## src/rtl/mvf_pkg.sv

```systemverilog
// mvf_pkg: shared types, constants and helpers for the multimode value filter
// used by every module under rtl/; no dependencies
package mvf_pkg;

    localparam int VALUE_W  = 32;
    localparam int TIME_W   = 32;
    localparam int EL_W     = 16;
    localparam int Q_W      = 22;
    localparam int R_W      = 10;
    localparam int ELR_W    = EL_W + R_W;
    localparam int STEP_W   = 38;
    localparam int PROD_W   = 2 * VALUE_W;
    localparam int SUM_W    = 49;
    localparam int Q_FRAC   = 16;
    localparam int ADDR_W   = 4;

    localparam logic [TIME_W-1:0] EL_MAX = 32'd65535;

    // floor(x / 1000) by reciprocal: exact for x < 2^31
    localparam logic [31:0] RECIP_Q       = 32'd2199023256;
    localparam int          RECIP_Q_SHIFT = 41;
    // floor(x / 1000) by reciprocal: exact for x < 2^26
    localparam logic [26:0] RECIP_R       = 27'd68719477;
    localparam int          RECIP_R_SHIFT = 36;
    localparam int          RECIP_R_W     = 27;
    localparam logic [9:0]  DIV_K         = 10'd1000;

    localparam logic [32:0]        RATE_TOL = 33'd65;
    localparam logic signed [31:0] Q_ONE    = 32'sd65536;

    typedef enum logic [2:0] {
        MODE_DELAY    = 3'd0,
        MODE_DEBOUNCE = 3'd1,
        MODE_RATE     = 3'd2,
        MODE_DEADZONE = 3'd3,
        MODE_CLAMP    = 3'd4,
        MODE_SCALE    = 3'd5
    } mode_t;

    typedef enum logic [1:0] {
        REG_ENABLE  = 2'd0,
        REG_MODE    = 2'd1,
        REG_PARAM_A = 2'd2,
        REG_PARAM_B = 2'd3
    } reg_idx_t;

    typedef struct packed {
        logic               enable;
        logic [2:0]         mode;
        logic signed [31:0] param_a;
        logic signed [31:0] param_b;
    } cfg_t;

    function automatic logic signed [VALUE_W-1:0] sat32(input logic signed [SUM_W-1:0] v);
        logic signed [VALUE_W-1:0] r;
        if (v > 49'sd2147483647)
            r = 32'sh7FFFFFFF;
        else if (v < -49'sd2147483648)
            r = 32'sh80000000;
        else
            r = v[VALUE_W-1:0];
        return r;
    endfunction

endpackage

```

## src/rtl/mvf_scale.sv

```systemverilog
// mvf_scale: pipelined value * param_a + param_b with floor to Q16.16 and saturation
// depends on mvf_pkg; output aligned with the last pipeline stage of the top level
module mvf_scale (
    input  logic                clk,
    input  logic                adv,
    input  logic signed [31:0]  value,
    input  logic signed [31:0]  param_a,
    input  logic signed [31:0]  param_b,
    output logic signed [31:0]  scaled
);

    logic signed [mvf_pkg::PROD_W-1:0] prod_reg;
    logic signed [mvf_pkg::PROD_W-1:0] prod_shift;
    logic signed [mvf_pkg::SUM_W-1:0]  sum;
    logic signed [31:0]                scaled_reg;

    // arithmetic shift floors toward minus infinity
    assign prod_shift = prod_reg >>> mvf_pkg::Q_FRAC;
    assign sum        = mvf_pkg::SUM_W'(prod_shift) + mvf_pkg::SUM_W'(param_b);

    always_ff @(posedge clk)
    begin
        if (adv)
        begin
            prod_reg   <= mvf_pkg::PROD_W'(value) * mvf_pkg::PROD_W'(param_a);
            scaled_reg <= mvf_pkg::sat32(sum);
        end
    end

    assign scaled = scaled_reg;

endmodule

```

## config.mk

```make
export PLATFORM = sky130hd
export DESIGN_NAME = mvf_scale
export DESIGN_NICKNAME = d
export VERILOG_FILES = /design/src/rtl/mvf_pkg.sv /design/src/rtl/mvf_scale.sv
export SDC_FILE = /design/constraint.sdc
export NUM_CORES = 2
export LEC_CHECK = 0
export ABC_AREA = 1
export BUFFER_PORTS_ARGS = -buffer_cell sky130_fd_sc_hd__clkbuf_2
export CELL_PAD_IN_SITES_DETAIL_PLACEMENT = 0
export CELL_PAD_IN_SITES_GLOBAL_PLACEMENT = 2
export CORE_MARGIN = 1
export CORE_UTILIZATION = 40
export DETAILED_ROUTE_END_ITERATION = 10
export GPL_TIMING_DRIVEN = 0
export PLACE_DENSITY_LB_ADDON = 0.2
export SYNTH_ARGS = -nofsm -noshare
export SYNTH_HDL_FRONTEND = slang
export SYNTH_SLANG_ARGS = --single-unit
```

## constraint.sdc

```tcl
create_clock -name clk -period 11.1 [get_ports clk]
set_input_delay 1.665 -clock clk [delete_from_list [all_inputs] [get_ports clk]]
set_output_delay 1.665 -clock clk [all_outputs]
set_load 0.005 [all_outputs]
```

Yosys cells after proc, flatten, opt, wreduce, memory -nomap -nowiden:

Index checks and enable logic that the tools add are counted.

* add/subtract/negate cells: 1
* multiply operators: 1
* div/mod/pow operators: 0
* order comparisons: 2
* equality and inequality tests: 0
* shift operators: 0
* multiplexer cells: 1
* bitwise logic cells: 0
* reductions and logical operators: 0

Operator list (count)
* $mul 32x32->64: 1
* $add 48x32->49: 1
* $gt 49x32->1 const B: 1
* $lt 49x32->1 const B: 1
* $mux 32: 1

* register bits: 96
* latch bits: 0
* RAM bits: 0
* ROM bits: 0
* bits of input ports: 98
* output and inout port bits: 32
* logic and storage cells: 7
* memories: 0

Longest topological paths before layout:

* depth in word-level cells: 3
* depth in mapped cells: 31

Worst setup path before layout:

Ideal clock, no wire load.

* path kind: input to register
* start point: in value[31]
* end point: reg prod_reg[61] in the netlist's numbering, data pin
* setup time: 0.264 ns
* data arrival time: 8.344 ns
* required time: 10.836 ns
* setup slack: 2.492 ns
* cell stages on the path: 28
* cells stage by stage: clkbuf_1 > nand2_1 > inv_1 > fa_1 > inv_1 > fa_1 > inv_1 > fa_1 > fa_1 > inv_1 > fa_1 > inv_1 > fa_1 > inv_1 > fa_1 > inv_1 > fa_1 > ha_1 > nand2_1 > nor2_1 > inv_1 > nor2_1 > inv_1 > nor4_1 > o21ai_0 > nand3_1 > a31oi_1 > xor2_1

* longest elaborated chain between the ends: 1

Ends and longest elaborated chain
* start, declared: line mvf_scale.sv:6 `input logic signed [31:0] value,`
* $mul 32x32->64: line mvf_scale.sv:25 `prod_reg <= mvf_pkg::PROD_W'(value) * mvf_pkg::PROD_W'(param_a);`
* end signal, assigned: line mvf_scale.sv:25
* end, declared: line mvf_scale.sv:12 `logic signed [mvf_pkg::PROD_W-1:0] prod_reg;`

No other way between the ends.
A chain may end at the register's enable or synchronous reset.

Final worst setup path:

* start point: in value[15]
* end point: reg prod_reg[41] in the netlist's numbering, data pin

The elaborated chain is that of the path after synthesis.

==> out/results.ini <==
[detailed_routing]
detail_route.wirelength_mm = 179.2
drc = 0
dr.pass1.iters = 5
drt-vias-per-instance = 4.983
vias = 36130
routedWlPerCell_microns = 24.72
ant_nets = 0
detailedRoute.firstIterationViolations = 3024

[synth]
async_flop_share_pct = 0
synth_top_cell_by_area = fa_1
netlist.area_leader.share_pct = 49.04
synth.area.top_cells = fa_1, inv_1, nand2_1
yosys-top-cells-count = inv_1, nand2_1, fa_1, ha_1, nor2_1
gate_count_post_synth = 5627
yosysSeqAreaShare_pct = 5.439
synth.distinct_cells = 41
syn-cell-area_sq_um = 44170
ys_ff_latch = 80
synth_top_flop_cell = edfxtp_1
synth_enable_flop_cells = 80
syn-mean-instance-area_sq_um = 7.850
synth_nets = 7035
synthMostInstantiatedCell = inv_1
synth_warnings = 0

[cts]
cts.htree.levels = 3
hold_buffers = 0
ctsResizeCount = 0
clock_insertion_delay_worst_skew_ps = 360
clkSlewWorstSetupHoldPaths_ps = 60
cts_setup_buffers = 0
cell_chosen_for_the_clock_root = clkbuf_16
cts_tree = done
cts_num_sinks = 80
cts_inserted_buffers = 9
ctsLongestPathBuffers = 2

[hold_path]
worst_hold_path_type = reg2reg
hold-path-cell-count = 3

[timing]
setup_ws_ps = 756.6
fin_worst_skew_ps = 9.784
setup_violations = 0
final_max_slew_viol_count = 0
setup_tns_ps = 0
rsz_0062_raised_after_global_routing = no
hold_viol_final = 0
timing.final.crit_share_pct = 93.18
timing.max_slew.rel_slack_pct = 4.824
worstMarginPinSlew_ps = 1428
achievable-frequency_ghz = 0.09668
fin_crit_ps = 10340

[place]
buffer_ports.inserted = 129
place_hpwl_mm = 154.8
pre_cts_slack_ps = 420.7
globalplace.congestion = 0.9853

[setup_path]
critical_path.slowest_cell = nor4_1
critical_path_peak_fanout = 10
r2r.worst_path.cells = 19
startpoint_type = input port
timing_worst_setup_path_type = in2reg
timing.critical_path.cells = clkbuf_2 -> clkbuf_1 -> nand2_1 -> inv_1 -> fa_1 -> fa_1 -> inv_1 -> fa_1 -> fa_1 -> inv_1 -> fa_1 -> fa_1 -> fa_1 -> fa_1 -> ha_1 -> nand2_1 -> nor4_1 -> a21boi_0 -> nand2_1 -> a21oi_1 -> o21bai_1 -> xor2_1
crit_path_end_kind = register
slowest_delay_ps = 1010
cp.required_ps = 11240
cp_data_arrival_time_ps = 10480
cp_common_cell = fa_1

[global_routing]
grt_overflow = 0
number_of_antenna_violations_at_the_first_check_in_global_routing = 8
grt_max_degree = 69
grt_pass1_vias = 38450
grt_first_pass_wirelength_mm = 261.5
globalRouteTotalUtil_pct = 33.01

[job]
maxCapViolCount = 0

[floorplanning]
initial_util_pct = 40.46
die_width_microns = 334.3
core_region_area_sq_um = 109200
number_of_standard_cell_rows_in_the_floorplan = 121
die-area_sq_um = 111800
design.portCount = 130
fp.dieH_microns = 334.3

[finish]
largest_register_ff_count = 48
final_layout_size_suffix_gt1_share_pct = 4.001
num-nets-final = 7176
syn_to_final_growth_pct = 6.504

[status]
run_status = finished, final reports clean

## cells by family (layout without fill, tap and decap cells)
group | Yosys count | after routing | synth area share [%]
buffers and inverters | 1958 | 2104 | 16.74
other | 0 | 1 | 0
AOI/OAI and AO/OA | 256 | 256 | 3.201
xor gates and xnor gates | 92 | 92 | 1.824
adders and majority gates | 1310 | 1310 | 55.50
and+or+nand+nor | 1931 | 1931 | 17.30
DFF | 80 | 80 | 5.439
## path summary, 6_finish.rpt
kind,slack [ps],startpoint,end
setup / recovery,760,value[15],prod_reg[41]
hold / removal,660,prod_reg[16],scaled[0]
setup reg to reg,7680,prod_reg[16],scaled[29]
hold reg to reg,660,prod_reg[16],scaled[0]
## cell type report
| class | count | area, sq um |
|---|---|---|
| clock buffers | 10 | 229.0 |
| diodes | 1 | 2.502 |
| well taps | 1476 | 1847 |
| clock inverters | 6 | 116.4 |
| fillers | 11500 | 62110 |
| flip-flops and latches | 80 | 2402 |
| repair buffers | 130 | 675.6 |
| multi-input cells | 3589 | 34380 |
| inverters | 1760 | 6606 |
| plain buffers | 198 | 785.8 |
## placed cells by master (no fill, tap or decap), types with 13 or more instances in the layout
| cell | n |
|---|---|
| clkbuf_2 | 128 |
| inv_1 | 1738 |
| xnor2_1 | 35 |
| a21oi_1 | 138 |
| nor3_1 | 15 |
| fa_1 | 1081 |
| xor2_1 | 57 |
| nor2_2 | 16 |
| o21ai_0 | 62 |
| nand3_1 | 50 |
| nand4_1 | 27 |
| nor2_1 | 204 |
| nand2_1 | 1565 |
| inv_2 | 20 |
| ha_1 | 228 |
| nand2_2 | 19 |
| clkbuf_1 | 192 |
| o21a_1 | 13 |
| edfxtp_1 | 80 |
## metal layers
metal  GRT usage (%)  vias to the layer above  routed length [microns]
li1                -                    16030                        -
met1           44.63                    18300                    74620
met5               0                        -                        0
met4           12.74                        0                     8621
met2           52.26                     1487                    80260
met3           6.361                      313                    15710
## worst max-delay path, delay by kind of cell
family          cells  cell delay (ps)
xor+xnor            1              360
buf+inv             5             1530
simple gates        4             1590
compound gates      3              710
fa+ha+maj           9             4580
## stage by stage
| stage | area, sq um | utilization (%) | instances | hold slack, ps |
|---|---|---|---|---|
| after detailed placement | 46690 | 42.78 | 7233 | 646.2 |
| after global placement | 46660 | 42.75 | 7232 | 636.0 |
| after floorplan | 44170 | - | 5627 | 612.7 |
| after global routing | 47040 | 43.09 | 7249 | 700.2 |
| final | 47040 | 43.10 | 7250 | 656.8 |
| after CTS | 47040 | 43.09 | 7249 | 666.8 |
Power is left out: the tool's default activity adds up to more than one toggle a clock period on the data nets, which glitch-free logic cannot reach.
