$ cat src/rtl/mvf_pkg.sv
// mvf_pkg: shared types, constants and helpers for the multimode value filter
// used by every module under rtl/; no dependencies
package mvf_pkg;

    localparam int VALUE_W  = 32;
    localparam int TIME_W   = 32;
    localparam int EL_W     = 16;
    localparam int Q_W      = 22;
    localparam int R_W      = 10;
    localparam int ELR_W    = EL_W + R_W;
    localparam int STEP_W   = 38;
    localparam int PROD_W   = 2 * VALUE_W;
    localparam int SUM_W    = 49;
    localparam int Q_FRAC   = 16;
    localparam int ADDR_W   = 4;

    localparam logic [TIME_W-1:0] EL_MAX = 32'd65535;

    // floor(x / 1000) by reciprocal: exact for x < 2^31
    localparam logic [31:0] RECIP_Q       = 32'd2199023256;
    localparam int          RECIP_Q_SHIFT = 41;
    // floor(x / 1000) by reciprocal: exact for x < 2^26
    localparam logic [26:0] RECIP_R       = 27'd68719477;
    localparam int          RECIP_R_SHIFT = 36;
    localparam int          RECIP_R_W     = 27;
    localparam logic [9:0]  DIV_K         = 10'd1000;

    localparam logic [32:0]        RATE_TOL = 33'd65;
    localparam logic signed [31:0] Q_ONE    = 32'sd65536;

    typedef enum logic [2:0] {
        MODE_DELAY    = 3'd0,
        MODE_DEBOUNCE = 3'd1,
        MODE_RATE     = 3'd2,
        MODE_DEADZONE = 3'd3,
        MODE_CLAMP    = 3'd4,
        MODE_SCALE    = 3'd5
    } mode_t;

    typedef enum logic [1:0] {
        REG_ENABLE  = 2'd0,
        REG_MODE    = 2'd1,
        REG_PARAM_A = 2'd2,
        REG_PARAM_B = 2'd3
    } reg_idx_t;

    typedef struct packed {
        logic               enable;
        logic [2:0]         mode;
        logic signed [31:0] param_a;
        logic signed [31:0] param_b;
    } cfg_t;

    function automatic logic signed [VALUE_W-1:0] sat32(input logic signed [SUM_W-1:0] v);
        logic signed [VALUE_W-1:0] r;
        if (v > 49'sd2147483647)
            r = 32'sh7FFFFFFF;
        else if (v < -49'sd2147483648)
            r = 32'sh80000000;
        else
            r = v[VALUE_W-1:0];
        return r;
    endfunction

endpackage

$ cat src/rtl/mvf_rate_step.sv
// mvf_rate_step: pipelined rate limit step floor(param_a * elapsed / 1000)
// depends on mvf_pkg; output aligned with the last pipeline stage of the top level
module mvf_rate_step (
    input  logic                          clk,
    input  logic                          adv,
    input  logic signed [31:0]            param_a,
    input  logic [mvf_pkg::EL_W-1:0]      el,
    output logic [mvf_pkg::STEP_W-1:0]    step
);

    logic [30:0]                       pa_pos;
    logic [62:0]                       q_full;
    logic [mvf_pkg::Q_W-1:0]           q_reg;
    logic [mvf_pkg::Q_W-1:0]           q_next;
    logic [mvf_pkg::R_W-1:0]           r_reg;
    logic [mvf_pkg::R_W-1:0]           r_next;
    logic [mvf_pkg::STEP_W-1:0]        elq_reg;
    logic [mvf_pkg::ELR_W-1:0]         elr_reg;
    logic [mvf_pkg::ELR_W+mvf_pkg::RECIP_R_W-1:0] elr_prod;
    logic [16:0]                       elr_quot;
    logic [mvf_pkg::STEP_W-1:0]        step_reg;
    logic [mvf_pkg::STEP_W-1:0]        step_next;

    // param_a = 1000*q + r, tracked from the register
    assign pa_pos   = (param_a > 32'sd0) ? param_a[30:0] : 31'd0;
    assign q_full   = 63'(pa_pos) * 63'(mvf_pkg::RECIP_Q);
    assign q_next   = q_full[mvf_pkg::RECIP_Q_SHIFT +: mvf_pkg::Q_W];
    assign r_next   = mvf_pkg::R_W'(32'(pa_pos) - 32'(q_reg) * 32'(mvf_pkg::DIV_K));

    assign elr_prod  = (mvf_pkg::ELR_W + mvf_pkg::RECIP_R_W)'(elr_reg)
                     * (mvf_pkg::ELR_W + mvf_pkg::RECIP_R_W)'(mvf_pkg::RECIP_R);
    assign elr_quot  = elr_prod[mvf_pkg::RECIP_R_SHIFT +: 17];
    assign step_next = elq_reg + mvf_pkg::STEP_W'(elr_quot);

    always_ff @(posedge clk)
    begin
        q_reg <= q_next;
        r_reg <= r_next;
        if (adv)
        begin
            elq_reg  <= mvf_pkg::STEP_W'(el) * mvf_pkg::STEP_W'(q_reg);
            elr_reg  <= mvf_pkg::ELR_W'(el) * mvf_pkg::ELR_W'(r_reg);
            step_reg <= step_next;
        end
    end

    assign step = step_reg;

endmodule

$ cat config.mk
export PLATFORM = sky130hd
export DESIGN_NAME = mvf_rate_step
export DESIGN_NICKNAME = d
export VERILOG_FILES = /design/src/rtl/mvf_pkg.sv /design/src/rtl/mvf_rate_step.sv
export SDC_FILE = /design/constraint.sdc
export NUM_CORES = 2
export LEC_CHECK = 0
export ABC_AREA = 1
export BUFFER_PORTS_ARGS = -buffer_cell sky130_fd_sc_hd__clkbuf_2
export CORE_MARGIN = 4
export CORE_UTILIZATION = 51
export CTS_BUF_LIST = sky130_fd_sc_hd__clkbuf_4
export DETAILED_ROUTE_END_ITERATION = 8
export PLACE_DENSITY = 0.67
export SYNTH_ARGS = -nofsm -noshare
export SYNTH_HDL_FRONTEND = slang
export SYNTH_SLANG_ARGS = --single-unit
$ cat constraint.sdc
create_clock -name clk -period 8.8 [get_ports clk]
set_input_delay 0.44 -clock clk [delete_from_list [all_inputs] [get_ports clk]]
set_output_delay 0.44 -clock clk [all_outputs]
set_load 0.01 [all_outputs]
; ---- Word level (Yosys, flattened, before mapping)
; Index checks and enable logic that the tools add are counted.
; W data, S select, Z words.
[totals]
output_inout_bits = 38
elab_cells = 14
in_bits = 50
reg_bits = 134
[classes]
add_sub_neg = 2
multipliers = 5
n_lt_le_gt_ge = 1
mux = 1
[op_table]
columns = op, n
row1 = $mul A31 B29 Y60 const B, 1
row2 = $mul A26 B27 Y53 const B, 1
row3 = $add A38 B17 Y38, 1
row4 = $mul A16 B22 Y38, 1
row5 = $gt A32 B1 Y1 const B, 1
row6 = $mux W31, 1
row7 = $mul A16 B10 Y26, 1
row8 = $mul A22 B7 Y7 const B, 1
row9 = $sub A10 B10 Y10, 1

; ---- Longest topological paths before layout
[logic_depth]
ltp_word = 3
mapped_depth = 39
depth_no_buf = 39

; ---- Worst setup path after synthesis
; OpenSTA, ideal clock, no wires.
[synth_timing]
path_type = register to register
start = register elr_reg[15] in the netlist's numbering
end = register step_reg, in the netlist step[18], data pin
synth_period_minus_slack_ns = 6.866
path_buffers = 0
arrival_time_ns = 6.606
t_required_ns = 8.540
stages_incl_launch_ff = 36
path_slack_ns = 1.934
setup_ns = 0.260
cell_sequence = edfxtp_1 > inv_1 > ha_1 > fa_1 > inv_1 > fa_1 > inv_1 > fa_1 > inv_1 > fa_1 > fa_1 > inv_1 > fa_1 > inv_1 > ha_1 > nand2_1 > nand2_1 > a21oi_1 > inv_1 > a21oi_1 > nor2_1 > nor2_1 > nand2_1 > nand2_1 > nand2_1 > ha_1 > fa_1 > nand3_1 > nand2_1 > nand2_1 > nand2_1 > nand2_1 > o211ai_2 > nand2_1 > nand2_1 > xor2_1
[synth_between]
elab_chain_cells = 2
[synth_rtl]
columns = item, line_no
row1 = start: declaration, mvf_rate_step.sv:18  ; logic [mvf_pkg::ELR_W-1:0] elr_reg;
row2 = start signal: assignment, mvf_rate_step.sv:42  ; elr_reg <= mvf_pkg::ELR_W'(el) * mvf_pkg::ELR_W'(r_reg);
row3 = $mul A26 B27 Y53, mvf_rate_step.sv:31  ; * (mvf_pkg::ELR_W + mvf_pkg::RECIP_R_W)'(mvf_pkg::RECIP_R);
row4 = $add A38 B17 Y38, mvf_rate_step.sv:33  ; assign step_next = elq_reg + mvf_pkg::STEP_W'(elr_quot);
row5 = via step_next (one bit), mvf_rate_step.sv:22  ; logic [mvf_pkg::STEP_W-1:0] step_next;
row6 = end signal: assignment, mvf_rate_step.sv:43  ; step_reg <= step_next;
row7 = end: declaration, mvf_rate_step.sv:21  ; logic [mvf_pkg::STEP_W-1:0] step_reg;
; The timed path passes the listed nets, and every way through them passes these cells.
; A chain may end at the register's enable or synchronous reset.

; ---- Worst setup path in the final report
[layout_timing]
start = register elr_reg[12] in the netlist's numbering
end = register step_reg, in the netlist step[29], data pin
; The elaborated chain is that of the path after synthesis.

==> impl_metrics.ini <==
[run_status]
run_status = finished, final reports clean

[hold_path]
holdCritStartpoint = adv
worstHoldPathCells = 1
hold_path_class = input port to register
timing.hold.worst_endpoint = step[32]

[grt]
antenna_violations_before_repair = 6
gr-usage-all-layers = 0.2978
largest_net_degree_at_the_start_of_global_routing = 60
global_route_wire_length_before_repair_um = 243000
first_global_vias = 42766
global_route.overflow_total = 0

[clock_network]
tritoncts = built
cts_post_setup_buffers_inserted = 0
postCtsHoldBufs = 0
clkLatencyLatePin_ns = 0.75
cts_resized = 0
clock_sinks = 134
h_tree_levels = 4
cts_root_buf = sky130_fd_sc_hd__clkbuf_4
cts_buffer_depth = 2
tritoncts.num_buffers = 17
clk_pin_slew_ns = 0.17

[floorplan]
fp.dieArea_um2 = 105200
die_width_um = 324.3
design.core.area_um2 = 98850
chipHeight_um = 324.3
initial_utilization = 0.5162
num_rows = 115
top_level_ports = 88

[worst_setup_path]
worstPathMaxFanout = 7
cpMaxStageDelayCell = sky130_fd_sc_hd__edfxtp_1
crit_path_end_kind = register
worst_reg_to_reg_setup_slack_ns = 0.89
worstSetupStartpointType = register
worst_r2r_path_depth = 29
critPathMostFrequentCell = sky130_fd_sc_hd__nand2_1
worst_ep_required_time_ns = 9.28
critPathArrivalTime_ns = 8.39
r2r-start = elr_reg[12]
end_of_the_worst_register_to_register_path = step[29]
timing_worst_setup_path_type = register to register
critical-path-max-stage-delay_ns = 0.69

[synthesis]
synth-async-reset-ratio = 0
mean_instance_size_in_the_synthesized_netlist_um2 = 7.986
ys.warnings.count = 0
synth.ff_latch_count = 134
yosys.area_share.simple = 0.1601
synthXorXnorAreaFrac = 0.01545
cell_area_after_technology_mapping_um2 = 51020
synthTopCellsByCount = 1874 x sky130_fd_sc_hd__inv_1, 1383 x sky130_fd_sc_hd__nand2_1, 892 x sky130_fd_sc_hd__fa_1
synthesis.nets = 8186
post_synth_fa_ha_maj_area_fraction = 0.5596
synth_compound_gate_area_share = 0.04566
synthesis.instances = 6389
yosysSeqAreaShare = 0.07258
yosysMostFrequentCell = sky130_fd_sc_hd__inv_1
synth_top_family_by_area = adder cells
synth.top_cell.area_share = 0.3500
synth_ff_type = sky130_fd_sc_hd__edfxtp_1
post_synth_num_cell_types = 44
number_of_enable_flip_flop_cells_after_synthesis = 102
ys_top_cells_by_area = sky130_fd_sc_hd__fa_1 35%, sky130_fd_sc_hd__ha_1 21%, sky130_fd_sc_hd__inv_1 14%
synth.area.mux_share = 0
synth_top_cell_by_area = sky130_fd_sc_hd__fa_1

[route]
routed_wire_length_per_instance_um = 19.85
initialDrtViolationCount = 3343
drt-vias-per-instance = 5.245
vias = 40542
drcViolationCount = 0
drt-pass1-iter-count = 6
detail-route-antenna-nets = 0
wirelength_um = 153400

[placed_design]
dpl.hpwl_um = 133100
post-place-ws_ns = 0.4420
placement.io_buffers = 87
gp_congestion = 0.9939

[timing]
post-route-min-period_ns = 7.907
finalSetupTns_ns = 0
setup_viol = 0
fin_skew_ns = 0.04920
finalHoldViolCount = 0
rsz_0062_raised_after_global_routing = no
fin_crit_sh = 0.8985
tightest_slew_ns = 1.118
fmax_ghz = 0.1265
hold-worst-slack_ns = 0.2253
number_of_pins_exceeding_their_max_slew_limit_in_the_final_report = 0
max-slew-margin-rel = 0.2537
final_worst_setup_slack_ns = 0.8929

[final_layout]
design.final.nets = 8221
nFillCells = 9441
final_util = 0.5395
post_route_cells_drive_above_1_share = 0.03216
syn_to_final_growth_pct = 4.512

[flow_run]
timing.max_cap.violations = 0
## worst max path at each step
stage	cells after the start	start	slack, ns	to
global placement	29	param_a[0]	0.44	q_reg[15]
finish	29	elr_reg[12]	0.89	step[29]
CTS	29	elr_reg[12]	1.03	step[29]
detailed placement	29	param_a[1]	0.44	q_reg[15]
global route	29	elr_reg[18]	0.40	step[29]
floorplan	35	elr_reg[15]	1.93	step[18]
## logic make-up (layout without fill, tap and decap cells)
family | Yosys count | in the layout
buf+inv | 1991 | 2039
flops | 134 | 134
xor+xnor | 90 | 90
compound gates | 424 | 424
other cells | 0 | 6
simple gates | 2003 | 2003
fa+ha+maj | 1747 | 1747
## per-layer routing
layer / GRT usage / part of all wire
met1: 0.4265 / 0.45
met2: 0.4739 / 0.45
met3: 0.05531 / 0.080
met4: 0.06346 / 0.021
met5: 0 / 0
## cells in the final DEF (no fill, tap or decap), types with 22 or more instances in the layout
| cell | instances |
|---|---|
| sky130_fd_sc_hd__a21oi_1 | 214 |
| sky130_fd_sc_hd__o21ai_0 | 127 |
| sky130_fd_sc_hd__nor2_1 | 291 |
| sky130_fd_sc_hd__inv_1 | 1874 |
| sky130_fd_sc_hd__nor3_1 | 49 |
| sky130_fd_sc_hd__xnor2_1 | 22 |
| sky130_fd_sc_hd__clkbuf_2 | 86 |
| sky130_fd_sc_hd__nand2_1 | 1383 |
| sky130_fd_sc_hd__buf_4 | 45 |
| sky130_fd_sc_hd__fa_1 | 892 |
| sky130_fd_sc_hd__ha_1 | 855 |
| sky130_fd_sc_hd__o21bai_1 | 26 |
| sky130_fd_sc_hd__nand4_1 | 57 |
| sky130_fd_sc_hd__nand3_1 | 154 |
| sky130_fd_sc_hd__edfxtp_1 | 102 |
| sky130_fd_sc_hd__xor2_1 | 68 |
| sky130_fd_sc_hd__dfxtp_1 | 32 |
## area by class of cell
cell class | count | area (um2) | area share
timing repair buffer | 131 | 768.2 | 0.01441
inverter | 1876 | 7042 | 0.1321
clock inverter | 15 | 202.7 | 0.003801
antenna | 6 | 15.01 | 0.0002816
multi-input combinational | 4264 | 39860 | 0.7474
tap | 1287 | 1610 | 0.03020
sequential | 134 | 3704 | 0.06945
clock buffer | 17 | 127.6 | 0.002393
## worst max-delay path, delay by kind of cell (launching register included)
kind,cells,cell delay [ns]
adders and majority gates,9,4.19
and+or+nand+nor,13,1.84
DFF,1,0.69
AOI/OAI and AO/OA,3,0.56
buffers and inverters,4,0.36
## through the flow
stage | std cells | area (um2)
6_report | 7730 | 53330
5_1_grt | 7728 | 53320
4_1_cts | 7724 | 53310
3_3_place_gp | 7692 | 52980
2_1_floorplan | 6389 | 51020
3_5_place_dp | 7692 | 52980
Power is not shown: default switching activity piles up to over one toggle a cycle in this logic, so the estimate is an artifact.
